$ cat config.mk
export PLATFORM = sky130hd
export DESIGN_NAME = psp_front
export DESIGN_NICKNAME = d
export VERILOG_FILES = /design/src/sv/psp_pkg.sv /design/src/sv/psp_front.sv
export SDC_FILE = /design/constraint.sdc
export NUM_CORES = 2
export LEC_CHECK = 0
export BUFFER_PORTS_ARGS = -buffer_cell sky130_fd_sc_hd__buf_2
export CAP_MARGIN = 10
export CORE_MARGIN = 5
export CORE_UTILIZATION = 61
export DETAILED_ROUTE_END_ITERATION = 10
export PLACE_DENSITY = 0.82
export RECOVER_POWER = 100
export SLEW_MARGIN = 30
export SYNTH_ARGS = -nofsm -noshare
export SYNTH_HDL_FRONTEND = slang
export SYNTH_SLANG_ARGS = --single-unit
$ cat constraint.sdc
create_clock -name clk -period 10.1 [get_ports clk]
set_input_delay 2.02 -clock clk [delete_from_list [all_inputs] [get_ports clk]]
set_output_delay 2.02 -clock clk [all_outputs]
set_load 0.05 [all_outputs]
$ cat src/sv/psp_pkg.sv
// ----------------------------------------------------------------------------
// psp_pkg: shared types, constants and helpers for the particle step pipeline
// Field widths, register codes, reset values and saturation helpers.
// ----------------------------------------------------------------------------
`default_nettype none

package psp_pkg;

    localparam int DATA_W        = 32;
    localparam int FRAC_BITS_DEF = 16;
    localparam int DT_W          = 17;
    localparam int GAIN_W        = 17;
    localparam int GRAV_W        = 26;
    localparam int DRAG_W        = 20;
    localparam int PROD_W        = 50;
    localparam int DEN_W         = 32;
    localparam int NUM_W         = 64;
    localparam int QUO_W         = 32;
    localparam int DIV_BPS       = 4;
    localparam int DIV_STAGES    = QUO_W / DIV_BPS;
    localparam int LANES         = 3;

    localparam int CFG_IDX_W  = 2;
    localparam int CFG_DATA_W = 32;

    localparam logic [CFG_IDX_W-1:0] REG_STEP_TIME    = 2'd0;
    localparam logic [CFG_IDX_W-1:0] REG_FLOOR_HEIGHT = 2'd1;
    localparam logic [CFG_IDX_W-1:0] REG_BOUNCE_GAIN  = 2'd2;

    localparam logic [DT_W-1:0]          STEP_TIME_RST    = 17'd1092;
    localparam logic signed [DATA_W-1:0] FLOOR_HEIGHT_RST = 32'sd32768;
    localparam logic [GAIN_W-1:0]        BOUNCE_GAIN_RST  = 17'd19661;

    localparam logic signed [63:0] S32_MAX_W = 64'sd2147483647;
    localparam logic signed [63:0] S32_MIN_W = -64'sd2147483648;

    typedef struct packed {
        logic signed [DATA_W-1:0] px;
        logic signed [DATA_W-1:0] py;
        logic signed [DATA_W-1:0] pz;
        logic signed [DATA_W-1:0] vx;
        logic signed [DATA_W-1:0] vy;
        logic signed [DATA_W-1:0] vz;
        logic signed [DATA_W-1:0] life;
        logic signed [DATA_W-1:0] rot;
        logic signed [DATA_W-1:0] spin;
        logic [GRAV_W-1:0]        grav;
        logic [DRAG_W-1:0]        drag;
        logic                     decal;
    } item_t;

    typedef struct packed {
        logic [DT_W-1:0]          dt;
        logic signed [DATA_W-1:0] floor_h;
        logic [GAIN_W-1:0]        gain;
    } cfg_t;

    // Side data that rides along the divider and the back end
    typedef struct packed {
        logic signed [DATA_W-1:0] px;
        logic signed [DATA_W-1:0] py;
        logic signed [DATA_W-1:0] pz;
        logic signed [DATA_W-1:0] vx;
        logic signed [DATA_W-1:0] vy;
        logic signed [DATA_W-1:0] vz;
        logic signed [DATA_W-1:0] life;
        logic signed [DATA_W-1:0] rot;
        logic                     alive;
        logic                     decal;
        logic [DEN_W-1:0]         den;
        logic [LANES-1:0]         neg;
    } side_t;

    function automatic logic signed [63:0] sx64(input logic signed [DATA_W-1:0] v);
        return $signed({{32{v[DATA_W-1]}}, v});
    endfunction

    function automatic logic signed [DATA_W-1:0] sat32(input logic signed [63:0] v);
        if (v > S32_MAX_W)
            return 32'sh7fffffff;
        else if (v < S32_MIN_W)
            return 32'sh80000000;
        else
            return v[DATA_W-1:0];
    endfunction

    function automatic logic [DATA_W-1:0] mag32(input logic signed [DATA_W-1:0] v);
        logic [DATA_W-1:0] u;
        u = v;
        return v[DATA_W-1] ? (~u + 32'd1) : u;
    endfunction

endpackage

`default_nettype wire

$ cat src/sv/psp_front.sv
// ----------------------------------------------------------------------------
// psp_front: life, gravity, drag denominator, spin and divider numerators
// Three register stages ahead of the drag divider.
// ----------------------------------------------------------------------------
`default_nettype none

module psp_front #(
    parameter int FRAC_BITS = psp_pkg::FRAC_BITS_DEF
) (
    input  wire logic                                     clk,
    input  wire logic                                     rst_n,
    input  wire logic                                     adv,
    input  wire logic                                     in_vld,
    input  wire psp_pkg::item_t                           item,
    input  wire psp_pkg::cfg_t                            cfg,
    output logic                                          out_vld,
    output logic [psp_pkg::LANES-1:0][psp_pkg::NUM_W-1:0] num,
    output psp_pkg::side_t                                side
);

    localparam logic [psp_pkg::PROD_W-1:0] HALF = psp_pkg::PROD_W'(1) << (FRAC_BITS - 1);
    localparam logic [psp_pkg::DEN_W-1:0]  ONE  = psp_pkg::DEN_W'(1) << FRAC_BITS;

    // Stage A: products and life
    logic                                a_vld_reg;
    psp_pkg::item_t                      a_item_reg;
    logic signed [psp_pkg::DATA_W-1:0]   a_life_reg, a_life_next;
    logic                                a_alive_reg, a_alive_next;
    logic [psp_pkg::PROD_W-1:0]          a_gp_reg, a_gp_next;
    logic [psp_pkg::PROD_W-1:0]          a_dp_reg, a_dp_next;
    logic [psp_pkg::PROD_W-1:0]          a_sp_reg, a_sp_next;

    always_comb
    begin
        a_life_next  = psp_pkg::sat32(psp_pkg::sx64(item.life) - $signed(64'(cfg.dt)));
        a_alive_next = !a_life_next[psp_pkg::DATA_W-1] && (a_life_next != '0);
        a_gp_next    = item.grav * cfg.dt;
        a_dp_next    = item.drag * cfg.dt;
        a_sp_next    = psp_pkg::mag32(item.spin) * cfg.dt;
    end

    // Stage B: gravity, denominator, rotation
    logic                                b_vld_reg;
    psp_pkg::item_t                      b_item_reg;
    logic signed [psp_pkg::DATA_W-1:0]   b_life_reg;
    logic                                b_alive_reg;
    logic signed [psp_pkg::DATA_W-1:0]   b_vy_reg, b_vy_next;
    logic [psp_pkg::DEN_W-1:0]           b_den_reg, b_den_next;
    logic signed [psp_pkg::DATA_W-1:0]   b_rot_reg, b_rot_next;

    always_comb
    begin
        logic [psp_pkg::PROD_W-1:0] gr;
        logic [psp_pkg::PROD_W-1:0] dr;
        logic [psp_pkg::PROD_W-1:0] sr;
        logic signed [63:0]         sinc;
        gr = (a_gp_reg + HALF) >> FRAC_BITS;
        dr = (a_dp_reg + HALF) >> FRAC_BITS;
        sr = (a_sp_reg + HALF) >> FRAC_BITS;
        sinc = a_item_reg.spin[psp_pkg::DATA_W-1] ? -$signed(64'(sr)) : $signed(64'(sr));
        b_vy_next  = psp_pkg::sat32(psp_pkg::sx64(a_item_reg.vy) - $signed(64'(gr)));
        b_den_next = ONE + psp_pkg::DEN_W'(dr);
        // hold the old angle for a dead particle
        b_rot_next = a_alive_reg ? psp_pkg::sat32(psp_pkg::sx64(a_item_reg.rot) + sinc)
                                 : a_item_reg.rot;
    end

    // Stage C: magnitudes and numerators
    logic                                                c_vld_reg;
    logic [psp_pkg::LANES-1:0][psp_pkg::NUM_W-1:0]       c_num_reg, c_num_next;
    psp_pkg::side_t                                      c_side_reg, c_side_next;

    always_comb
    begin
        logic signed [psp_pkg::DATA_W-1:0] v [psp_pkg::LANES];
        v[0] = b_item_reg.vx;
        v[1] = b_vy_reg;
        v[2] = b_item_reg.vz;
        c_side_next.px    = b_item_reg.px;
        c_side_next.py    = b_item_reg.py;
        c_side_next.pz    = b_item_reg.pz;
        c_side_next.vx    = b_item_reg.vx;
        c_side_next.vy    = b_item_reg.vy;
        c_side_next.vz    = b_item_reg.vz;
        c_side_next.life  = b_life_reg;
        c_side_next.rot   = b_rot_reg;
        c_side_next.alive = b_alive_reg;
        c_side_next.decal = b_item_reg.decal;
        c_side_next.den   = b_den_reg;
        for (int i = 0; i < psp_pkg::LANES; i++)
        begin
            c_side_next.neg[i] = v[i][psp_pkg::DATA_W-1];
            c_num_next[i] = (psp_pkg::NUM_W'(psp_pkg::mag32(v[i])) << FRAC_BITS)
                          + psp_pkg::NUM_W'(b_den_reg >> 1);
        end
    end

    always_ff @(posedge clk or negedge rst_n)
    begin
        if (!rst_n)
        begin
            a_vld_reg <= 1'b0;
            b_vld_reg <= 1'b0;
            c_vld_reg <= 1'b0;
        end
        else if (adv)
        begin
            a_vld_reg <= in_vld;
            b_vld_reg <= a_vld_reg;
            c_vld_reg <= b_vld_reg;
        end
    end

    always_ff @(posedge clk)
    begin
        if (adv)
        begin
            a_item_reg  <= item;
            a_life_reg  <= a_life_next;
            a_alive_reg <= a_alive_next;
            a_gp_reg    <= a_gp_next;
            a_dp_reg    <= a_dp_next;
            a_sp_reg    <= a_sp_next;
            b_item_reg  <= a_item_reg;
            b_life_reg  <= a_life_reg;
            b_alive_reg <= a_alive_reg;
            b_vy_reg    <= b_vy_next;
            b_den_reg   <= b_den_next;
            b_rot_reg   <= b_rot_next;
            c_num_reg   <= c_num_next;
            c_side_reg  <= c_side_next;
        end
    end

    assign out_vld = c_vld_reg;
    assign num     = c_num_reg;
    assign side    = c_side_reg;

endmodule

`default_nettype wire

## Word level (Yosys, flattened, before mapping)

Index checks and enable logic that the tools add are counted.

- $add $sub $neg: 15
- Multipliers: 3
- Div/mod/pow operators: 0
- $lt $le $gt $ge: 6
- Equal/unequal tests: 0
- Shift-type cells: 0
- Multiplexer cells: 11
- Bitwise operators: 4
- Reductions and logical operators: 3

Operators with widths:

| kind | count |
|---|---|
| 32-bit 2-to-1 mux | 10 |
| 48-bit by 31-bit adder with 49-bit output | 3 |
| 32-bit by 1-bit adder with 32-bit output (second input constant) | 4 |
| 32-bit inverter | 4 |
| 33-bit by 32-bit > comparator with 1-bit output (second input constant) | 2 |
| 33-bit by 32-bit < comparator with 1-bit output (second input constant) | 2 |
| 32-bit by 64-bit adder with 64-bit output | 1 |
| 64-bit by 32-bit > comparator with 1-bit output (second input constant) | 1 |
| 64-bit by 32-bit < comparator with 1-bit output (second input constant) | 1 |
| 64-bit 2-to-1 mux | 1 |
| 34-bit negator with 64-bit output | 1 |
| 49-bit by 16-bit adder with 50-bit output (second input constant) | 1 |
| 32-bit by 17-bit multiplier with 49-bit output | 1 |
| 43-bit by 16-bit adder with 44-bit output (second input constant) | 1 |
| 26-bit by 17-bit multiplier with 43-bit output | 1 |
| 37-bit by 16-bit adder with 38-bit output (second input constant) | 1 |
| 20-bit by 17-bit multiplier with 37-bit output | 1 |
| 32-bit by 18-bit subtractor with 33-bit output | 1 |
| 32-bit by 29-bit subtractor with 33-bit output | 1 |
| 32-bit nonzero test | 1 |
| 17-bit by 22-bit adder with 23-bit output (first input constant) | 1 |
| 1-bit logical AND | 1 |
| 1-bit zero test | 1 |

- Register bits: 1,229
- Bits in latches: 0
- Memory bits (writable): 0
- Bits in read-only memories: 0
- Bits of input ports: 405
- Word-level logic and storage cells: 86
- Memories kept: 0

## Logic depth before layout (Yosys ltp)

- Word-level depth: 8
- Depth in mapped cells: 36
- Depth with buffers taken out: 33

## Worst setup path before layout

Ideal clock, no wire load.

- Path type: input to register
- Start point: input item[49] (netlist bit)
- End point: register a_sp_reg[44] (netlist bit) (data pin)
- Data arrival time: 10.568 ns
- Required time: 9.842 ns
- Slack: -0.726 ns
- Cell stages on the path: 32
- Buffers on the path: 1
- Cell sequence: or3_4 > nor3_2 > nand3_2 > or4_4 > or4_4 > or4_4 > o31ai_1 > xnor2_1 > clkbuf_1 > nand2_1 > fa_1 > inv_1 > fa_1 > inv_1 > fa_1 > fa_1 > fa_1 > inv_1 > fa_1 > ha_1 > a21o_1 > a21o_1 > a21o_1 > o21a_1 > o21ai_0 > o21bai_1 > a311oi_1 > o31ai_1 > o21ai_1 > a21bo_2 > a211oi_1 > nor2_1

- Cells in the longest elaborated chain, start to end: 4

RTL lines:

| what | RTL line | text |
|---|---|---|
| from (decl) | psp_front.sv:14 | `input wire psp_pkg::item_t item,` |
| 32-bit inverter | psp_pkg.sv:90 | `return v[DATA_W-1] ? (~u + 32'd1) : u;` |
| 32-bit by 1-bit adder with 32-bit output | psp_pkg.sv:90 |  |
| 32-bit 2-to-1 mux * | psp_pkg.sv:90 |  |
| 32-bit by 17-bit multiplier with 49-bit output * | psp_front.sv:39 | `a_sp_next = psp_pkg::mag32(item.spin) * cfg.dt;` |
| net a_sp_next, one bit | psp_front.sv:31 | `logic [psp_pkg::PROD_W-1:0] a_sp_reg, a_sp_next;` |
| to (signal assigned) | psp_front.sv:123 | `a_sp_reg <= a_sp_next;` |
| to (decl) | psp_front.sv:31 |  |

Mark *: on every way through the listed nets, which the timed path passes. The rest lies on a longest branch.
A chain may end at the register's enable or synchronous reset.

## Final worst setup path

- Start point: input item[49] (netlist bit)
- End point: register a_sp_reg[45] (netlist bit) (data pin)

Same word-level chain as after synthesis.

==> summary.md <==
| Metric | Value |
|---|---|
| Area fraction of the dominant cell type after synthesis | 0.353 |
| CTS tree | yes |
| Number of remaining DRC errors | 0 |
| IO buf count | 787 |
| Min Hold Slack | 0.388 ns |
| Critical path endpoint category | flop |
| Final Hold Fails | 0 |
| Rows | 139 |
| Crit-path max FO | 6 |
| ANT nets after route | 0 |
| Largest area contributor in the synthesized netlist | edfxtp_1 |
| Routability cong. | 0.965 |
| Wire per inst | 22.0 µm |
| Clock sinks | 1040 |
| Vias | 63800 |
| Grt ovf | 0 |
| Synth top area cells | edfxtp_1 (35%), fa_1 (24%), ha_1 (6.8%) |
| Most frequent CP cell | fa_1 |
| Final #Nets | 10900 |
| Area of the core | 144000 µm² |
| Crit path max-delay cell type | or4_4 |
| Post-synthesis cell count | 8233 |
| Initial Util | 0.614 |
| RSZ-0062 raised after global routing | true |
| Type of the worst min-delay path | flop to flop |
| Share of layout cells above drive strength 1 | 0.0833 |
| Finished Cell Area | 97000 µm² |
| Most frequent cells in the layout | inv_1 (1255), nand2_1 (1195), fa_1 (1077) |
| Max-cap violations | 13 |
| Number of synthesized flops with an enable pin | 1037 |
| Relative slew slack | -2.26 |
| Post-Syn Area per Cell | 10.7 µm² |
| Post-placement cell count | 10700 |
| Layout Area Growth over Synthesis | 10.1% |
| Min Tclk post-route | 9.95 ns |
| Via-to-Cell Ratio | 5.83 |
| Crit share post-route | 0.985 |
| Synth Warn # | 0 |
| Iteration-0 DRC Markers | 5418 |
| Worst EP required | 10.55 ns |
| Most common cell after layout, fill and taps aside | inv_1 |
| Clk_lat worst skew | 0.76 ns |
| Slowest cell delay on critical path | 0.56 ns |
| Die Y-Extent | 390 µm |
| Final setup fails | 0 |
| Number of global-route vias before repair | 66800 |
| Critical Path AT | 10.40 ns |
| First-pass GRT wire length | 374000 µm |
| Die ar. | 152000 µm² |
| DIE WIDTH | 390 µm |
| DRT Wirelength | 241000 µm |
| Clock root cell | clkbuf_16 |
| Crit-path leading delay family | adder cells |
| Crit path kind | primary input to flop |
| Worst Tran Pin Value | 4.88 ns |
| Post-route insts no fill | 11000 |
| Antenna violations before repair | 47 |
| CP startpoint kind | primary input |
| Clk pin slew, worst setup/hold paths | 0.06 ns |
| Clock buffer depth | 3 |
| I/O pin count | 891 |
| Seq/Total Area, Yosys | 0.354 |
| LEAKAGE | 0.0419 µW |
| Pwr Density | 394 nW/µm² |
| Outcome | complete, but fails checks |
| Peak supply drop | 1.01 mV |
| Failing checks | max-capacitance violations, max-slew violations |
| Yosys reg bits | 1040 |
| CTS Buf Count | 100 |
| Async set-or-reset flop fraction in the synthesized netlist | 0.00288 |
| Fmax | 101 MHz |
| Max-slew violations | 1123 |
| Drt first pass iters | 6 |
| All-Layer GR Usage | 0.316 |
| Worst Clk Skew | 0.0426 ns |
| Pin count of the biggest net entering global routing | 187 |
| Flip-flop count of the largest register after layout | 266 |
| Synthesized area | 88200 µm² |
| Post-DP HPWL | 184000 µm |
| CTS HTree Levels | 3 |
| Cell variety after synth | 100 |
| Dpl cell area | 94300 µm² |
| Primary FF master, synth | edfxtp_1 |
| Buf+Inv Stages, Crit Path | 8 |
[area by class of cell]
| class | count | area (µm²) |
|---|---|---|
| multi-input combinational | 5516 | 50400 |
| antenna | 46 | 115 |
| fill | 10500 | 46600 |
| clock inverter | 60 | 601 |
| inverter | 1264 | 4740 |
| tap | 1903 | 2380 |
| sequential | 1040 | 31200 |
| clock buffer | 120 | 2600 |
| timing repair buffer | 1003 | 5030 |
[what timing repair did]
| action | CTS | global route |
|---|---|---|
| setup buffers | 0 | 11 |
| gates resized for setup | 0 | 27 |
| hold buffers | 0 | 0 |
| endpoints found under the setup margin | 0 | 11 |
[where the power goes]
part | internal [µW] | switching (µW)
Combinational | 12400 | 14800
Sequential | 6810 | 566
Clock | 2010 | 1680
[synthesized netlist by cell type (19+ instances only)]
cell type and n:
o211ai_1 23, o21a_1 42, nor2b_1 39, ha_1 480, fa_1 1077, clkbuf_1 325, nor4_1 33, or4_1 22
or3_1 53, edfxtp_1 1037, or2_2 22, a31oi_1 19, a211oi_1 27, nor3_1 140, nand2b_1 42, and2_1 398
inv_1 1263, a21o_1 74, xnor2_1 283, o21bai_1 33, o41ai_1 19, o31ai_1 49, buf_4 108, nand4_1 56
and3_1 50, o311ai_0 33, o21ai_0 205, nand2_1 1200, xor2_1 190, nand3_1 93, nor2_1 275, a21oi_1 230
[worst paths after layout]
check / startpoint / end / slack, ns / depth (start not counted)
worst max register to register: a_sp_reg[15] / b_rot_reg[24] / 0.55 / 23
worst max-delay path: item[49] / a_sp_reg[45] / 0.15 / 32
worst min register to register: a_life_reg[18] / b_life_reg[18] / 0.39 / 0
worst min-delay path: a_life_reg[18] / b_life_reg[18] / 0.39 / 0
min in group asynchronous: rst_n / out_vld / 1.08 / 1
max in group asynchronous: rst_n / b_vld_reg / 8.81 / 1
[routing by layer]
metal,vias to the layer above,GRT usage,wire length (µm)
met3,796,0.0780,24600
met2,3381,0.537,117000
li1,28200,-,-
met5,-,0,227
met4,32,0.145,13000
met1,31500,0.385,85500
[cells by family (layout without fill, tap and decap cells)]
family                   count (synthesis)  after routing  share of synthesized area
AND/OR/NAND/NOR                       2493           2493                      0.134
multiplexers                            18             18                    0.00216
XOR/XNOR                               475            475                     0.0474
other                                    1            104                  0.0000425
adder cells (fa/ha/maj)               1557           1557                      0.313
buffers and inverters                 1734           2447                     0.0807
AO/OA/AOI/OAI                          915            915                     0.0690
flip-flops                            1040           1040                      0.354
[per-stage QoR]
| step | util | power, µW | setup slack [ns] | setup TNS, ns |
|---|---|---|---|---|
| floorplan | - | 26300 | -0.163 | -0.901 |
| global placement | 0.656 | 33100 | -0.510 | -5.53 |
| detailed placement | 0.656 | 34100 | -0.645 | -7.97 |
| CTS | 0.678 | 38100 | 0.0972 | 0 |
| global route | 0.675 | 42000 | -0.124 | -0.733 |
| finish | 0.675 | 38200 | 0.153 | 0 |
No activity file was read; power rests on OpenSTA's default activity.
